## src/rtl/tsbs_pkg.sv

```systemverilog
package tsbs_pkg;

    localparam int BUCKETS = 5;
    localparam int TOKW    = 25;
    localparam int DELTAW  = 20;

    localparam logic [TOKW-1:0]   MICRO     = 25'd1000000;
    localparam logic [DELTAW-1:0] DELTA_CAP = 20'd1000000;
    localparam logic [9:0]        MS_TO_US  = 10'd1000;

    localparam logic [4:0]      REFILL_RATE [BUCKETS] = '{5'd8, 5'd6, 5'd2, 5'd2, 5'd20};
    localparam logic [TOKW-1:0] BURST_CAP   [BUCKETS] =
        '{25'd8000000, 25'd8000000, 25'd2000000, 25'd2000000, 25'd20000000};
    localparam logic [2:0]      GLOBAL_BKT  = 3'd4;
    localparam logic [2:0]      LAST_BKT    = 3'd4;

    localparam logic CFG_RESERVE = 1'b0;
    localparam logic CFG_LIMIT   = 1'b1;

    typedef enum logic [1:0] {
        FUNC_SUBMIT = 2'd0,
        FUNC_TICK   = 2'd1,
        FUNC_DONE   = 2'd2,
        FUNC_NONE   = 2'd3
    } t_func;

    typedef enum logic [1:0] {
        EV_ACCEPT = 2'd0,
        EV_REJECT = 2'd1,
        EV_DONE   = 2'd2,
        EV_LAUNCH = 2'd3
    } t_event;

    typedef enum logic [1:0] {
        ST_OK    = 2'd0,
        ST_STALE = 2'd1,
        ST_RADIO = 2'd2,
        ST_UNUSED = 2'd3
    } t_status;

    typedef enum logic [1:0] {
        SL_FREE   = 2'd0,
        SL_QUEUED = 2'd1,
        SL_FLIGHT = 2'd2,
        SL_SPARE  = 2'd3
    } t_slot_state;

    typedef struct packed {
        logic        send_ok;
        logic        clock_sensitive;
        logic [63:0] merge_key;
        logic        mergeable;
        logic [63:0] expiry_at_us;
        logic [63:0] earliest_us;
        logic [1:0]  bucket;
        logic [2:0]  priority_req;
        logic [31:0] frame_id;
        logic [63:0] now_us;
    } t_in_item;

    typedef struct packed {
        logic capture;
        logic sub_step;
        logic sub_dec;
        logic emit_rej;
        logic emit_stale;
        logic sub_write;
        logic tk_delta;
        logic tk_refill;
        logic tk_step;
        logic tk_launch;
        logic cmp;
        logic flush;
    } t_cmd;

    typedef struct packed {
        logic inflight_vld;
        logic scan_last;
        logic bkt_last;
        logic out_free;
        logic pend_vld;
        logic reject;
        logic has_repl;
        logic expire_now;
        logic best_vld;
    } t_sts;

endpackage

```

## src/rtl/tsbs_ctrl.sv

```systemverilog
module tsbs_ctrl (
    input  logic            i_clk,
    input  logic            i_rst_n,
    input  logic            i_in_valid,
    input  logic [1:0]      i_in_func,
    input  tsbs_pkg::t_sts  i_sts,
    output logic            o_idle,
    output tsbs_pkg::t_cmd  o_cmd
);

    typedef enum logic [10:0] {
        S_IDLE      = 11'b00000000001,
        S_SUB_SCAN  = 11'b00000000010,
        S_SUB_DEC   = 11'b00000000100,
        S_SUB_ACT   = 11'b00000001000,
        S_SUB_WR    = 11'b00000010000,
        S_TK_DELTA  = 11'b00000100000,
        S_TK_REFILL = 11'b00001000000,
        S_TK_SCAN   = 11'b00010000000,
        S_TK_LAUNCH = 11'b00100000000,
        S_CMP       = 11'b01000000000,
        S_FLUSH     = 11'b10000000000
    } t_state;

    t_state r_state, n_state;

    always_ff @(posedge i_clk) begin
        if (!i_rst_n) begin
            r_state <= S_IDLE;
        end else begin
            r_state <= n_state;
        end
    end

    assign o_idle = (r_state == S_IDLE);

    always_comb begin
        n_state = r_state;
        o_cmd   = '0;
        case (r_state)
            S_IDLE: begin
                if (i_in_valid) begin
                    o_cmd.capture = 1'b1;
                    case (tsbs_pkg::t_func'(i_in_func))
                        tsbs_pkg::FUNC_SUBMIT: n_state = S_SUB_SCAN;
                        tsbs_pkg::FUNC_TICK:   n_state = S_TK_DELTA;
                        tsbs_pkg::FUNC_DONE:   n_state = S_CMP;
                        default:               n_state = S_FLUSH;
                    endcase
                end
            end
            S_SUB_SCAN: begin
                o_cmd.sub_step = 1'b1;
                if (i_sts.scan_last) n_state = S_SUB_DEC;
            end
            S_SUB_DEC: begin
                o_cmd.sub_dec = 1'b1;
                n_state = S_SUB_ACT;
            end
            S_SUB_ACT: begin
                if (i_sts.reject) begin
                    if (i_sts.out_free) begin
                        o_cmd.emit_rej = 1'b1;
                        n_state = S_FLUSH;
                    end
                end else if (i_sts.has_repl) begin
                    if (i_sts.out_free) begin
                        o_cmd.emit_stale = 1'b1;
                        n_state = S_SUB_WR;
                    end
                end else begin
                    n_state = S_SUB_WR;
                end
            end
            S_SUB_WR: begin
                if (i_sts.out_free) begin
                    o_cmd.sub_write = 1'b1;
                    n_state = S_FLUSH;
                end
            end
            S_TK_DELTA: begin
                if (i_sts.inflight_vld) begin
                    n_state = S_FLUSH;
                end else begin
                    o_cmd.tk_delta = 1'b1;
                    n_state = S_TK_REFILL;
                end
            end
            S_TK_REFILL: begin
                o_cmd.tk_refill = 1'b1;
                if (i_sts.bkt_last) n_state = S_TK_SCAN;
            end
            S_TK_SCAN: begin
                if (!i_sts.expire_now || i_sts.out_free) begin
                    o_cmd.tk_step = 1'b1;
                    if (i_sts.scan_last) n_state = S_TK_LAUNCH;
                end
            end
            S_TK_LAUNCH: begin
                if (!i_sts.best_vld) begin
                    n_state = S_FLUSH;
                end else if (i_sts.out_free) begin
                    o_cmd.tk_launch = 1'b1;
                    n_state = S_FLUSH;
                end
            end
            S_CMP: begin
                if (!i_sts.inflight_vld) begin
                    n_state = S_FLUSH;
                end else if (i_sts.out_free) begin
                    o_cmd.cmp = 1'b1;
                    n_state = S_FLUSH;
                end
            end
            S_FLUSH: begin
                if (!i_sts.pend_vld) begin
                    n_state = S_IDLE;
                end else if (i_sts.out_free) begin
                    o_cmd.flush = 1'b1;
                    n_state = S_IDLE;
                end
            end
            default: n_state = S_IDLE;
        endcase
    end

    assert property (@(posedge i_clk) disable iff (!i_rst_n)
        o_cmd.capture |=> !o_idle)
        else $error("capture did not leave idle");

    assert property (@(posedge i_clk) disable iff (!i_rst_n)
        (o_cmd.flush || o_cmd.emit_rej || o_cmd.sub_write || o_cmd.tk_launch || o_cmd.cmp)
        |-> i_sts.out_free)
        else $error("result issued into a full output register");

    assert property (@(posedge i_clk) disable iff (!i_rst_n)
        (r_state == S_TK_SCAN && i_sts.expire_now && !i_sts.out_free) |=> $stable(r_state))
        else $error("scan advanced past an expiry without emitting");

endmodule

```

## src/rtl/tsbs_dp.sv

```systemverilog
module tsbs_dp #(
    parameter int SLOT_COUNT = 8
) (
    input  logic                i_clk,
    input  logic                i_rst_n,
    input  logic [295:0]        i_in_data,
    input  logic                i_cfg_wr_en,
    input  logic                i_cfg_index,
    input  logic [15:0]         i_cfg_wdata,
    input  tsbs_pkg::t_cmd      i_cmd,
    output tsbs_pkg::t_sts      o_sts,
    input  logic                i_out_ready,
    output logic                o_out_valid,
    output logic [1:0]          o_out_event,
    output logic [31:0]         o_out_request,
    output logic [1:0]          o_out_status,
    output logic [2:0]          o_out_slot,
    output logic                o_out_last
);

    localparam int SW = (SLOT_COUNT > 1) ? $clog2(SLOT_COUNT) : 1;
    localparam int CW = $clog2(SLOT_COUNT + 1);
    localparam logic [SW-1:0] LAST_IDX = SW'(SLOT_COUNT - 1);

    tsbs_pkg::t_in_item r_in;

    logic [3:0]  r_reserve;
    logic [15:0] r_limit;

    logic [1:0] r_status [SLOT_COUNT];
    logic [2:0] r_prio   [SLOT_COUNT];
    logic [1:0] r_bkt    [SLOT_COUNT];
    logic       r_mflag  [SLOT_COUNT];

    logic [31:0] r_req [SLOT_COUNT];
    logic [63:0] r_nb  [SLOT_COUNT];
    logic [63:0] r_exp [SLOT_COUNT];
    logic [63:0] r_enq [SLOT_COUNT];
    logic [63:0] r_key [SLOT_COUNT];

    logic [tsbs_pkg::TOKW-1:0] r_tok [tsbs_pkg::BUCKETS];
    logic [63:0] r_last_refill;
    logic        r_inflight_vld;
    logic [SW-1:0] r_inflight_idx;

    logic [SW-1:0] r_idx;
    logic [2:0]    r_bcnt;
    logic          r_free_vld, r_shed_vld, r_repl_vld, r_best_vld;
    logic [SW-1:0] r_free_idx, r_shed_idx, r_repl_idx, r_best_idx;
    logic [2:0]    r_shed_prio, r_best_prio;
    logic [63:0]   r_best_time;
    logic [CW-1:0] r_used;
    logic [SW-1:0] r_target;
    logic          r_has_repl, r_reject;
    logic [63:0]   r_deadline;
    logic [tsbs_pkg::DELTAW-1:0] r_delta;

    logic        r_out_vld, r_out_last;
    logic [1:0]  r_out_ev, r_out_st;
    logic [31:0] r_out_req;
    logic [SW-1:0] r_out_slot;
    logic        r_pend_vld;
    logic [1:0]  r_pend_ev, r_pend_st;
    logic [31:0] r_pend_req;
    logic [SW-1:0] r_pend_slot;

    tsbs_pkg::t_in_item in_now;
    logic        out_free;
    logic [SW-1:0] rd_idx;
    logic [31:0] rd_req;
    logic        cur_queued, cur_expired, expire_now, cur_eligible, cur_better;
    logic        sh_better, rp_match;
    logic        dec_repl_vld;
    logic [SW-1:0] dec_repl_idx, dec_target;
    logic        dec_target_vld;
    logic [CW-1:0] dec_used;
    logic        dec_reject;
    logic [64:0] dl_sum;
    logic [25:0] dl_span;
    logic [63:0] diff;
    logic [tsbs_pkg::DELTAW-1:0] delta_new;
    logic [tsbs_pkg::TOKW-1:0]   refill_prod;
    logic [tsbs_pkg::TOKW:0]     refill_sum;
    logic [tsbs_pkg::TOKW-1:0]   refill_val;
    logic [63:0] new_exp;
    logic        emit_any;
    logic [1:0]  e_ev, e_st;
    logic [31:0] e_req;
    logic [SW-1:0] e_slot;
    logic [SLOT_COUNT-1:0] flight_vec;

    assign in_now   = i_in_data;
    assign out_free = !r_out_vld || i_out_ready;

    always_comb begin
        if (i_cmd.emit_stale) rd_idx = r_target;
        else if (i_cmd.tk_launch) rd_idx = r_best_idx;
        else if (i_cmd.cmp) rd_idx = r_inflight_idx;
        else rd_idx = r_idx;
    end
    assign rd_req = r_req[rd_idx];

    // per-slot scan terms
    assign cur_queued  = (r_status[r_idx] == tsbs_pkg::SL_QUEUED);
    assign cur_expired = (r_exp[r_idx] != 64'd0) && (r_in.now_us >= r_exp[r_idx]);
    assign expire_now  = cur_queued && cur_expired;
    assign cur_eligible = cur_queued && !cur_expired && (r_nb[r_idx] <= r_in.now_us)
        && (r_tok[{1'b0, r_bkt[r_idx]}] >= tsbs_pkg::MICRO)
        && (r_tok[tsbs_pkg::GLOBAL_BKT] >= tsbs_pkg::MICRO);
    assign cur_better = !r_best_vld || (r_prio[r_idx] < r_best_prio)
        || ((r_prio[r_idx] == r_best_prio) && (r_enq[r_idx] < r_best_time));
    assign sh_better = cur_queued && (r_prio[r_idx] > r_in.priority_req)
        && (!r_shed_vld || (r_prio[r_idx] > r_shed_prio));
    assign rp_match = cur_queued && r_in.mergeable && r_mflag[r_idx]
        && (r_key[r_idx] == r_in.merge_key);

    // placement decision
    always_comb begin
        dec_repl_vld = r_repl_vld;
        dec_repl_idx = r_repl_idx;
        if (!r_repl_vld && (!r_free_vld || ((r_in.priority_req != 3'd0)
            && (7'(r_used) + 7'(r_reserve) >= 7'(SLOT_COUNT))))) begin
            dec_repl_vld = r_shed_vld;
            dec_repl_idx = r_shed_idx;
        end
        dec_used       = r_used - CW'(dec_repl_vld);
        dec_target_vld = dec_repl_vld || r_free_vld;
        dec_target     = dec_repl_vld ? dec_repl_idx : r_free_idx;
        dec_reject     = !dec_target_vld || ((r_in.priority_req != 3'd0)
            && (7'(dec_used) + 7'(r_reserve) >= 7'(SLOT_COUNT)));
    end

    assign dl_span = 26'(r_limit) * 26'(tsbs_pkg::MS_TO_US);
    assign dl_sum  = {1'b0, r_in.now_us} + 65'(dl_span);

    assign diff = r_in.now_us - r_last_refill;
    always_comb begin
        if (r_in.now_us < r_last_refill) delta_new = '0;
        else if (diff > 64'(tsbs_pkg::DELTA_CAP)) delta_new = tsbs_pkg::DELTA_CAP;
        else delta_new = diff[tsbs_pkg::DELTAW-1:0];
    end

    assign refill_prod = tsbs_pkg::TOKW'(r_delta) * tsbs_pkg::TOKW'(tsbs_pkg::REFILL_RATE[r_bcnt]);
    assign refill_sum  = {1'b0, r_tok[r_bcnt]} + {1'b0, refill_prod};
    assign refill_val  = (refill_sum > {1'b0, tsbs_pkg::BURST_CAP[r_bcnt]})
        ? tsbs_pkg::BURST_CAP[r_bcnt] : refill_sum[tsbs_pkg::TOKW-1:0];

    always_comb begin
        new_exp = r_in.expiry_at_us;
        if (r_in.clock_sensitive && ((r_in.expiry_at_us == 64'd0)
            || (r_in.expiry_at_us > r_deadline)))
            new_exp = r_deadline;
    end

    // result selection
    assign emit_any = i_cmd.emit_rej | i_cmd.emit_stale | i_cmd.sub_write
        | (i_cmd.tk_step & expire_now) | i_cmd.tk_launch | i_cmd.cmp;

    always_comb begin
        e_ev   = tsbs_pkg::EV_DONE;
        e_st   = tsbs_pkg::ST_OK;
        e_req  = rd_req;
        e_slot = r_idx;
        if (i_cmd.emit_rej) begin
            e_ev   = tsbs_pkg::EV_REJECT;
            e_req  = r_in.frame_id;
            e_slot = '0;
        end else if (i_cmd.emit_stale) begin
            e_st   = tsbs_pkg::ST_STALE;
            e_slot = r_target;
        end else if (i_cmd.sub_write) begin
            e_ev   = tsbs_pkg::EV_ACCEPT;
            e_req  = r_in.frame_id;
            e_slot = r_target;
        end else if (i_cmd.tk_launch) begin
            e_ev   = tsbs_pkg::EV_LAUNCH;
            e_slot = r_best_idx;
        end else if (i_cmd.cmp) begin
            e_st   = r_in.send_ok ? tsbs_pkg::ST_OK : tsbs_pkg::ST_RADIO;
            e_slot = r_inflight_idx;
        end else begin
            e_st   = tsbs_pkg::ST_STALE;
        end
    end

    always_ff @(posedge i_clk) begin
        if (!i_rst_n) begin
            r_reserve <= 4'd2;
            r_limit   <= 16'd500;
        end else if (i_cfg_wr_en) begin
            if (i_cfg_index == tsbs_pkg::CFG_RESERVE) r_reserve <= i_cfg_wdata[3:0];
            if (i_cfg_index == tsbs_pkg::CFG_LIMIT) r_limit <= i_cfg_wdata;
        end
    end

    always_ff @(posedge i_clk) begin
        if (i_cmd.capture) r_in <= in_now;
        if (i_cmd.sub_dec) r_deadline <= dl_sum[64] ? '1 : dl_sum[63:0];
        if (i_cmd.tk_delta) r_delta <= delta_new;
        if (i_cmd.sub_write) begin
            r_req[r_target] <= r_in.frame_id;
            r_nb[r_target]  <= r_in.earliest_us;
            r_exp[r_target] <= new_exp;
            r_enq[r_target] <= r_in.now_us;
            r_key[r_target] <= r_in.merge_key;
        end
    end

    // slot state, buckets and scan registers
    always_ff @(posedge i_clk) begin
        if (!i_rst_n) begin
            for (int i = 0; i < SLOT_COUNT; i++) begin
                r_status[i] <= tsbs_pkg::SL_FREE;
                r_prio[i]   <= '0;
                r_bkt[i]    <= '0;
                r_mflag[i]  <= 1'b0;
            end
            for (int b = 0; b < tsbs_pkg::BUCKETS; b++) r_tok[b] <= tsbs_pkg::BURST_CAP[b];
            r_last_refill  <= '0;
            r_inflight_vld <= 1'b0;
            r_inflight_idx <= '0;
            r_idx      <= '0;
            r_bcnt     <= '0;
            r_free_vld <= 1'b0;
            r_shed_vld <= 1'b0;
            r_repl_vld <= 1'b0;
            r_best_vld <= 1'b0;
            r_used     <= '0;
            r_has_repl <= 1'b0;
            r_reject   <= 1'b0;
        end else begin
            if (i_cmd.capture) begin
                r_idx      <= '0;
                r_bcnt     <= '0;
                r_free_vld <= 1'b0;
                r_shed_vld <= 1'b0;
                r_repl_vld <= 1'b0;
                r_best_vld <= 1'b0;
                r_used     <= '0;
            end
            if (i_cmd.sub_step) begin
                if (r_status[r_idx] == tsbs_pkg::SL_FREE) begin
                    r_free_vld <= 1'b1;
                    r_free_idx <= r_idx;
                end else begin
                    r_used <= r_used + CW'(1);
                end
                if (sh_better) begin
                    r_shed_vld  <= 1'b1;
                    r_shed_idx  <= r_idx;
                    r_shed_prio <= r_prio[r_idx];
                end
                if (rp_match) begin
                    r_repl_vld <= 1'b1;
                    r_repl_idx <= r_idx;
                end
                r_idx <= r_idx + SW'(1);
            end
            if (i_cmd.sub_dec) begin
                r_target   <= dec_target;
                r_has_repl <= dec_repl_vld;
                r_reject   <= dec_reject;
            end
            if (i_cmd.sub_write) begin
                r_status[r_target] <= tsbs_pkg::SL_QUEUED;
                r_prio[r_target]   <= r_in.priority_req;
                r_bkt[r_target]    <= r_in.bucket;
                r_mflag[r_target]  <= r_in.mergeable;
            end
            if (i_cmd.tk_delta) r_last_refill <= r_in.now_us;
            if (i_cmd.tk_refill) begin
                r_tok[r_bcnt] <= refill_val;
                r_bcnt <= r_bcnt + 3'd1;
            end
            if (i_cmd.tk_step) begin
                if (expire_now) begin
                    r_status[r_idx] <= tsbs_pkg::SL_FREE;
                end else if (cur_eligible && cur_better) begin
                    r_best_vld  <= 1'b1;
                    r_best_idx  <= r_idx;
                    r_best_prio <= r_prio[r_idx];
                    r_best_time <= r_enq[r_idx];
                end
                r_idx <= r_idx + SW'(1);
            end
            if (i_cmd.tk_launch) begin
                r_status[r_best_idx] <= tsbs_pkg::SL_FLIGHT;
                r_inflight_vld <= 1'b1;
                r_inflight_idx <= r_best_idx;
                r_tok[{1'b0, r_bkt[r_best_idx]}] <=
                    r_tok[{1'b0, r_bkt[r_best_idx]}] - tsbs_pkg::MICRO;
                r_tok[tsbs_pkg::GLOBAL_BKT] <= r_tok[tsbs_pkg::GLOBAL_BKT] - tsbs_pkg::MICRO;
            end
            if (i_cmd.cmp) begin
                r_status[r_inflight_idx] <= tsbs_pkg::SL_FREE;
                r_inflight_vld <= 1'b0;
            end
        end
    end

    // one result held back so the final one can carry last
    always_ff @(posedge i_clk) begin
        if (!i_rst_n) begin
            r_out_vld  <= 1'b0;
            r_pend_vld <= 1'b0;
        end else if (emit_any) begin
            r_out_vld   <= r_pend_vld;
            r_out_ev    <= r_pend_ev;
            r_out_st    <= r_pend_st;
            r_out_req   <= r_pend_req;
            r_out_slot  <= r_pend_slot;
            r_out_last  <= 1'b0;
            r_pend_vld  <= 1'b1;
            r_pend_ev   <= e_ev;
            r_pend_st   <= e_st;
            r_pend_req  <= e_req;
            r_pend_slot <= e_slot;
        end else if (i_cmd.flush) begin
            r_out_vld  <= 1'b1;
            r_out_ev   <= r_pend_ev;
            r_out_st   <= r_pend_st;
            r_out_req  <= r_pend_req;
            r_out_slot <= r_pend_slot;
            r_out_last <= 1'b1;
            r_pend_vld <= 1'b0;
        end else if (i_out_ready) begin
            r_out_vld <= 1'b0;
        end
    end

    assign o_out_valid   = r_out_vld;
    assign o_out_event   = r_out_ev;
    assign o_out_request = r_out_req;
    assign o_out_status  = r_out_st;
    assign o_out_slot    = 3'(r_out_slot);
    assign o_out_last    = r_out_last;

    assign o_sts.inflight_vld = r_inflight_vld;
    assign o_sts.scan_last    = (r_idx == LAST_IDX);
    assign o_sts.bkt_last     = (r_bcnt == tsbs_pkg::LAST_BKT);
    assign o_sts.out_free     = out_free;
    assign o_sts.pend_vld     = r_pend_vld;
    assign o_sts.reject       = r_reject;
    assign o_sts.has_repl     = r_has_repl;
    assign o_sts.expire_now   = expire_now;
    assign o_sts.best_vld     = r_best_vld;

    always_comb begin
        for (int i = 0; i < SLOT_COUNT; i++)
            flight_vec[i] = (r_status[i] == tsbs_pkg::SL_FLIGHT);
    end

    assert property (@(posedge i_clk) disable iff (!i_rst_n)
        r_inflight_vld |-> (r_status[r_inflight_idx] == tsbs_pkg::SL_FLIGHT))
        else $error("in-flight slot not marked in flight");

    assert property (@(posedge i_clk) disable iff (!i_rst_n)
        $countones(flight_vec) <= 1)
        else $error("more than one slot in flight");

    assert property (@(posedge i_clk) disable iff (!i_rst_n)
        !(emit_any && !out_free))
        else $error("result produced while output register full");

endmodule

```

## src/rtl/tx_slot_token_bucket_scheduler.sv

```systemverilog
// submit: scan, decide, then reject or write; tick: delta, refill, scan, launch
// tick steps skipped while a slot is in flight; completion: compare; plus output waits
// one request at a time, bucket refill one bucket per cycle, slot scan one slot per cycle,
// held on a tick expiry while output is full; a final result goes valid as tready returns
// results are held one deep so the final result of a request carries tlast
// synchronous active-low reset: all slots free, buckets full, nothing in flight
module tx_slot_token_bucket_scheduler #(
    parameter int SLOT_COUNT = 8
) (
    input  logic         i_clk,
    input  logic         i_rst_n,
    input  logic         s_axis_tvalid,
    output logic         s_axis_tready,
    // now_us, frame_id, priority_req, bucket, earliest_us, expiry_at_us,
    // mergeable, merge_key, clock_sensitive, send_ok
    input  logic [295:0] s_axis_tdata,
    // func
    input  logic [1:0]   s_axis_tuser,
    output logic         m_axis_tvalid,
    input  logic         m_axis_tready,
    // out_request, status, slot_index, zero pad
    output logic [39:0]  m_axis_tdata,
    // event_res
    output logic [1:0]   m_axis_tuser,
    output logic         m_axis_tlast,
    input  logic         i_cfg_wr_en,
    input  logic         i_cfg_index,
    input  logic [15:0]  i_cfg_wdata
);

    tsbs_pkg::t_cmd cmd;
    tsbs_pkg::t_sts sts;
    logic           idle;
    logic [31:0]    out_req;
    logic [1:0]     out_st;
    logic [2:0]     out_slot;

    tsbs_ctrl u_ctrl (
        .i_clk      (i_clk),
        .i_rst_n    (i_rst_n),
        .i_in_valid (s_axis_tvalid),
        .i_in_func  (s_axis_tuser),
        .i_sts      (sts),
        .o_idle     (idle),
        .o_cmd      (cmd)
    );

    tsbs_dp #(.SLOT_COUNT(SLOT_COUNT)) u_dp (
        .i_clk         (i_clk),
        .i_rst_n       (i_rst_n),
        .i_in_data     (s_axis_tdata),
        .i_cfg_wr_en   (i_cfg_wr_en),
        .i_cfg_index   (i_cfg_index),
        .i_cfg_wdata   (i_cfg_wdata),
        .i_cmd         (cmd),
        .o_sts         (sts),
        .i_out_ready   (m_axis_tready),
        .o_out_valid   (m_axis_tvalid),
        .o_out_event   (m_axis_tuser),
        .o_out_request (out_req),
        .o_out_status  (out_st),
        .o_out_slot    (out_slot),
        .o_out_last    (m_axis_tlast)
    );

    assign s_axis_tready = idle;
    assign m_axis_tdata  = {3'b000, out_slot, out_st, out_req};

endmodule
```

## config.mk

```make
export PLATFORM = sky130hd
export DESIGN_NAME = tx_slot_token_bucket_scheduler
export DESIGN_NICKNAME = d
export VERILOG_FILES = /design/src/rtl/tsbs_pkg.sv /design/src/rtl/tsbs_ctrl.sv /design/src/rtl/tsbs_dp.sv /design/src/rtl/tx_slot_token_bucket_scheduler.sv
export SDC_FILE = /design/constraint.sdc
export NUM_CORES = 2
export LEC_CHECK = 0
export BUFFER_PORTS_ARGS = -buffer_cell sky130_fd_sc_hd__buf_2
export CAP_MARGIN = 20
export CORE_UTILIZATION = 55
export DETAILED_ROUTE_END_ITERATION = 8
export GPL_TIMING_DRIVEN = 0
export PLACE_DENSITY = 0.81
export SETUP_SLACK_MARGIN = 0.1
export SLEW_MARGIN = 20
export SYNTH_ARGS = -nofsm -noshare
export SYNTH_HDL_FRONTEND = slang
export SYNTH_SLANG_ARGS = --single-unit
```

## constraint.sdc

```tcl
create_clock -name i_clk -period 41.5 [get_ports i_clk]
set_input_delay 2.075 -clock i_clk [delete_from_list [all_inputs] [get_ports i_clk]]
set_output_delay 2.075 -clock i_clk [all_outputs]
set_load 0.1 [all_outputs]
```

# [Word-level counts from Yosys, hierarchy flattened]
# Memories as Yosys holds them, arrays and structs flattened. A register that Yosys moved wholly into a read port is not among the register bits.
# Cells that the tools add are included.
# W data, S select, Z words.
[word_totals] regBits=661 mem_bits_rw=2493 mem_bits_ro=240 inputBits=320 out_inout_bits=45 wordCells=352 n_memories=12
[mem_list] name="u_dp.r_enq" words=8 width=64 read_ports=1 rd_clocked_by_memory_dff=1 write_ports=1 line="tsbs_dp.sv:38" source="logic [63:0] r_enq [SLOT_COUNT];"
[mem_list] name="u_dp.r_exp" words=8 width=64 read_ports=1 rd_clocked_by_memory_dff=1 write_ports=1 line="tsbs_dp.sv:37" source="logic [63:0] r_exp [SLOT_COUNT];"
[mem_list] name="u_dp.r_key" words=8 width=64 read_ports=1 rd_clocked_by_memory_dff=1 write_ports=1 line="tsbs_dp.sv:39" source="logic [63:0] r_key [SLOT_COUNT];"
[mem_list] name="u_dp.r_nb" words=8 width=64 read_ports=1 rd_clocked_by_memory_dff=1 write_ports=1 line="tsbs_dp.sv:36" source="logic [63:0] r_nb [SLOT_COUNT];"
[mem_list] name="u_dp.r_req" words=8 width=32 read_ports=1 rd_clocked_by_memory_dff=0 write_ports=1 line="tsbs_dp.sv:35" source="logic [31:0] r_req [SLOT_COUNT];"
[mem_list] name="(no name shown)" words=8 width=25 read_ports=1 rd_clocked_by_memory_dff=0 write_ports=0 line="tsbs_dp.sv:145" source="assign refill_val = (refill_sum > {1'b0, tsbs_pkg::BURST_CAP[r_bcnt]})"
[mem_list] name="6 more memories"
[op_classes] addsub=11 n_mul=2 n_lt_le_gt_ge=15 n_eq_ne=25 mux=162 n_bitwise=12 n_reduce_logical=65
[ops] cell="$mux W32" count=5
[ops] cell="$mux W11" count=14
[ops] cell="$mux W25" count=6
[ops] cell="$lt A64 B64 Y1" count=2
[ops] cell="$mux W3" count=42
[ops] cell="$pmux W11 S11" count=1
[ops] cell="$mux W1" count=73
[ops] cell="$add A64 B26 Y65" count=1
[ops] cell="$eq A64 B64 Y1" count=1
[ops] cell="$ge A64 B64 Y1" count=1
[ops] cell="$gt A64 B20 Y1 const B" count=1
[ops] cell="$gt A64 B64 Y1" count=1
[ops] cell="$le A64 B64 Y1" count=1
[ops] cell="$logic_not A64 Y1" count=1
[ops] cell="$mux W64" count=1
[ops] cell="$reduce_bool A64 Y1" count=1
[ops] cell="$sub A64 B64 Y64" count=1
[ops] cell="$ge A25 B20 Y1 const B" count=2
[ops] cell="$reduce_or A25 Y1" count=2
[ops] cell="$sub A25 B20 Y25 const B" count=2
[ops] cell="$pmux W11 S3" count=1
[ops] cell="$add A25 B25 Y26" count=1
[ops] cell="$gt A26 B25 Y1" count=1
[ops] cell="$mux W2" count=13
[ops] cell="50 further kinds" count=117

# [Logic depth before layout (Yosys ltp)]
[logic_depth] ltp_word=14 ltp_mapped=33 depth_no_buf=30

# [Cells and area by module]
# From an unflattened synthesis, not the netlist that was laid out.
[hier_totals] cells_unflattened=8484 hier_area_um2=143664.0
[by_module_without_submodules] mod="tsbs_dp" instances=1 cells_per_inst=8347 area_per_inst_um2=142645.6 seq_area_each_um2=95511.6
[by_module_without_submodules] mod="tsbs_ctrl" instances=1 cells_per_inst=133 area_per_inst_um2=992.2 seq_area_each_um2=220.2
[by_module_without_submodules] mod="tx_slot_token_bucket_scheduler" instances=1 cells_per_inst=4 area_per_inst_um2=26.3 seq_area_each_um2=0.0

# [Worst setup path before layout]
# OpenSTA, ideal clock, no wires.
[synth_path] kind="input to register" startpoint="input port m_axis_tready" endpoint="memory u_dp.r_bkt[0][0] (data pin)" setup_ps=297 t_arrival_ps=32124 t_required_ps=41203 setup_slack_ps=9079 stages=6 n_path_buf=2 path_cell_list="nor2b_1 -> clkbuf_1 -> or3_1 -> clkbuf_1 -> nor4_1 -> and3_1"
[synth_lines] item="from (decl)" line="tx_slot_token_bucket_scheduler.sv:20" source="input logic m_axis_tready,"
[synth_lines] item="to (decl)" line="tsbs_dp.sv:32" source="logic [1:0] r_bkt [SLOT_COUNT];"

==> flow_summary_export.csv <==
group,metric,value,unit
layout,fin_nets,11200,
clocking,clock_latency,0.91,ns
power,irDropWorstVdd,0.0000672,V
critical_path,cpMostUsedCell,"buf_2",
placement,pre_cts_slack,30.85,ns
sta,hold_slack,0.415,ns
power,p_leak,58.7,nW
drt,vias_per_cell,6.53,
sta,drv_slew,0,
layout,finalCoreUtilization,0.633,
sta,hold_viol,0,
critical_path,path_delay_family,"buffers and inverters",
clocking,h-tree-depth,5,
logic_synthesis,synthDistinctLibCells,95,
critical_path,max_stage_delay,0.86,ns
logic_synthesis,synth_area,143000,um2
global_route,grt_overflow_total,0,
flow_run,maxCapViolCount,0,
clocking,cts_buffers,330,
sta,rsz0062_at_grt,"no",
logic_synthesis,ys_ff_latch,3238,
global_route,grt.total_usage,0.319,
die,die_h,513,um
global_route,grt_antenna_before_repair,46,
global_route,grt_pass1_wl,609,mm
placement,placed_area,153000,um2
clocking,clk_pin_slew,0.06,ns
critical_path,path_class,"reg -> reg",
drt,drtIter0Drc,13100,
clocking,cts_setup_buffers,0,
sta,setup_viol,0,
placement,io_buffers,361,
worst_hold_path,hold_path.class,"reg -> reg",
layout,postLayoutCellArea,164000,um2
critical_path,cp-start-kind,"flop",
die,core_region_area,259000,um2
critical_path,cp.buffers_inverters,11,
die,pin_count,365,
placement,dp.cells,13300,
critical_path,cp_max_fo,50,
clocking,cts_tree,"done",
drt,vias,90900,
clocking,cts-root-buf,"clkbuf_16",
drt,wl_per_cell,30.5,um
drt,totalWireLength,425,mm
outcome,status,"finished clean",
logic_synthesis,netlist_top_cells_count,"3,104 x edfxtp_1, 1,073 x nand2_1, 582 x mux4_2",
die,start_util,0.553,
layout,final_layout_size_suffix_gt1_frac,0.197,
logic_synthesis,yosysTopAreaCell,"edfxtp_1",
global_route,grt_pass1_vias,91300,
logic_synthesis,synth.top_cell.area_share,0.650,
logic_synthesis,async_reset_ff_frac,0,
logic_synthesis,synth_cells,9190,
sta,setup_ws,30.62,ns
power,power.total,8.43,mW
placement,dp_hpwl,288,mm
power,p_per_area,51.3,nW/um2
logic_synthesis,yosysMostFrequentCell,"edfxtp_1",
sta,fin_worst_skew,0.0834,ns
sta,timing.fmax,91.9,MHz
layout,final_cells,13900,
drt,ant_nets,0,
sta,tns,0,ns
logic_synthesis,yosysWarnings,0,
clocking,clock-sinks,3238,
placement,globalplace.congestion,0.961,
logic_synthesis,yosysSeqAreaShare,0.668,
critical_path,critPathArrivalTime,11.41,ns
layout,area_growth,14.5,%
logic_synthesis,synth_ff_type,"edfxtp_1",
sta,worst_pin_slew,1.32,ns
sta,fin_crit_sh,0.262,
clocking,clk_path_buf_depth,4,
drt,route.detailed.drc,0,
logic_synthesis,synth_edf_count,3104,
die,die_w,513,um
die,die_area,263000,um2
clocking,cts_resized,0,
logic_synthesis,syn_avg_cell_area,15.6,um2
die,rows,187,
logic_synthesis,synth_area_leaders,"edfxtp_1 65%, mux4_2 9.1%, ha_1 4.3%",
critical_path,required,42.04,ns
sta,slew_headroom,0.120,
critical_path,endpoint_kind,"flop",
global_route,grt_max_degree,102,
critical_path,cpMaxStageDelayCell,"clkbuf_1",
drt,drt-pass1-iter-count,9,
clocking,hold_buffers,0,
sta,period_minus_slack,10.88,ns
==> layout by cell type, fill, tap and decap left out, types with 112 or more instances in the layout <==
cell type / count
mux2i_1: 215
nor2_1: 301
ha_1: 488
buf_2: 475
mux4_2: 582
clkbuf_16: 340
xnor2_1: 118
and2_1: 114
nand3_1: 137
nand2_1: 1069
buf_4: 196
a21oi_1: 361
dfxtp_1: 134
fa_1: 116
edfxtp_1: 3104
o21ai_0: 176
a21o_1: 127
inv_1: 529
clkbuf_1: 294
nand4_1: 112
==> path summary, 6_finish.rpt <==
check                 startpoint                endpoint  slack (ns)  cells after the start
min reg2reg  u_dp.r_pend_req[17]  u_dp.o_out_request[17]        0.41                      0
max                         flop    u_dp.r_best_time[25]       30.62                     26
min          u_dp.r_pend_req[17]  u_dp.o_out_request[17]        0.41                      0
max reg2reg                 flop    u_dp.r_best_time[25]       30.62                     26
==> cell type report <==
class / instances / area (um2)
Clock buffer: 398 / 8790
Sequential cell: 3238 / 95900
Fill cell: 17200 / 95200
Inverter: 531 / 2000
Timing Repair Buffer: 714 / 5670
Buffer: 379 / 1640
Antenna cell: 15 / 37.5
Clock inverter: 196 / 1840
Tap cell: 3402 / 4260
Multi-Input combinational cell: 5044 / 44200
==> worst register-to-register path: stages, from the launching register on <==
cell      delay (ns)
dfxtp_1         0.31
buf_2           0.17
buf_2           0.40
buf_2           0.44
buf_2           0.51
buf_2           0.48
buf_1           0.57
buf_1           0.67
clkbuf_2        0.74
clkbuf_1        0.87
clkbuf_1        0.62
mux4_2          0.43
nand2_1         0.09
nand2_1         0.12
ha_1            0.31
nor2b_1         0.13
o21ai_0         0.23
nand2b_1        0.09
a21oi_1         0.17
o21ai_0         0.14
a211oi_1        0.40
o21ai_0         0.30
a21oi_1         0.47
o21ai_0         0.21
a21oi_2         0.69
o2111a_4        0.61
buf_16          0.36
==> flip-flops by register name (all words and copies together), names as in the netlist, 200 cells and up, named ones only <==
signal,count
u_dp.r_nb,512
u_dp.r_key,512
u_dp.r_enq,512
u_dp.r_tok,200
u_dp.r_req,256
u_dp.r_exp,512
u_dp.r_in,296
==> power by group <==
group | internal (mW) | switching (mW) | leakage, nW
sequential | 3.88 | 0.263 | 29.2
combinational | 0.489 | 0.828 | 24.3
clock | 1.70 | 1.27 | 5.16
==> logic make-up after synthesis <==
| logic type | Yosys count | share of synthesized area |
|---|---|---|
| compound gates | 1092 | 0.0489 |
| xor+xnor | 188 | 0.0115 |
| fa+ha+maj | 604 | 0.0587 |
| buf+inv | 910 | 0.0252 |
| flops | 3238 | 0.668 |
| mux | 895 | 0.114 |
| other cells | 1 | 0.0000261 |
| simple gates | 2262 | 0.0733 |
==> metal layers <==
layer,wire [um],GRT usage,share of wire,vias up
li1,-,-,-,37400
met1,146000,0.398,0.34,45200
met2,197000,0.502,0.46,6715
met3,48800,0.0691,0.11,1499
met4,32500,0.217,0.076,50
met5,322,0,0.00076,-
Power figures use the tool's default switching activity.
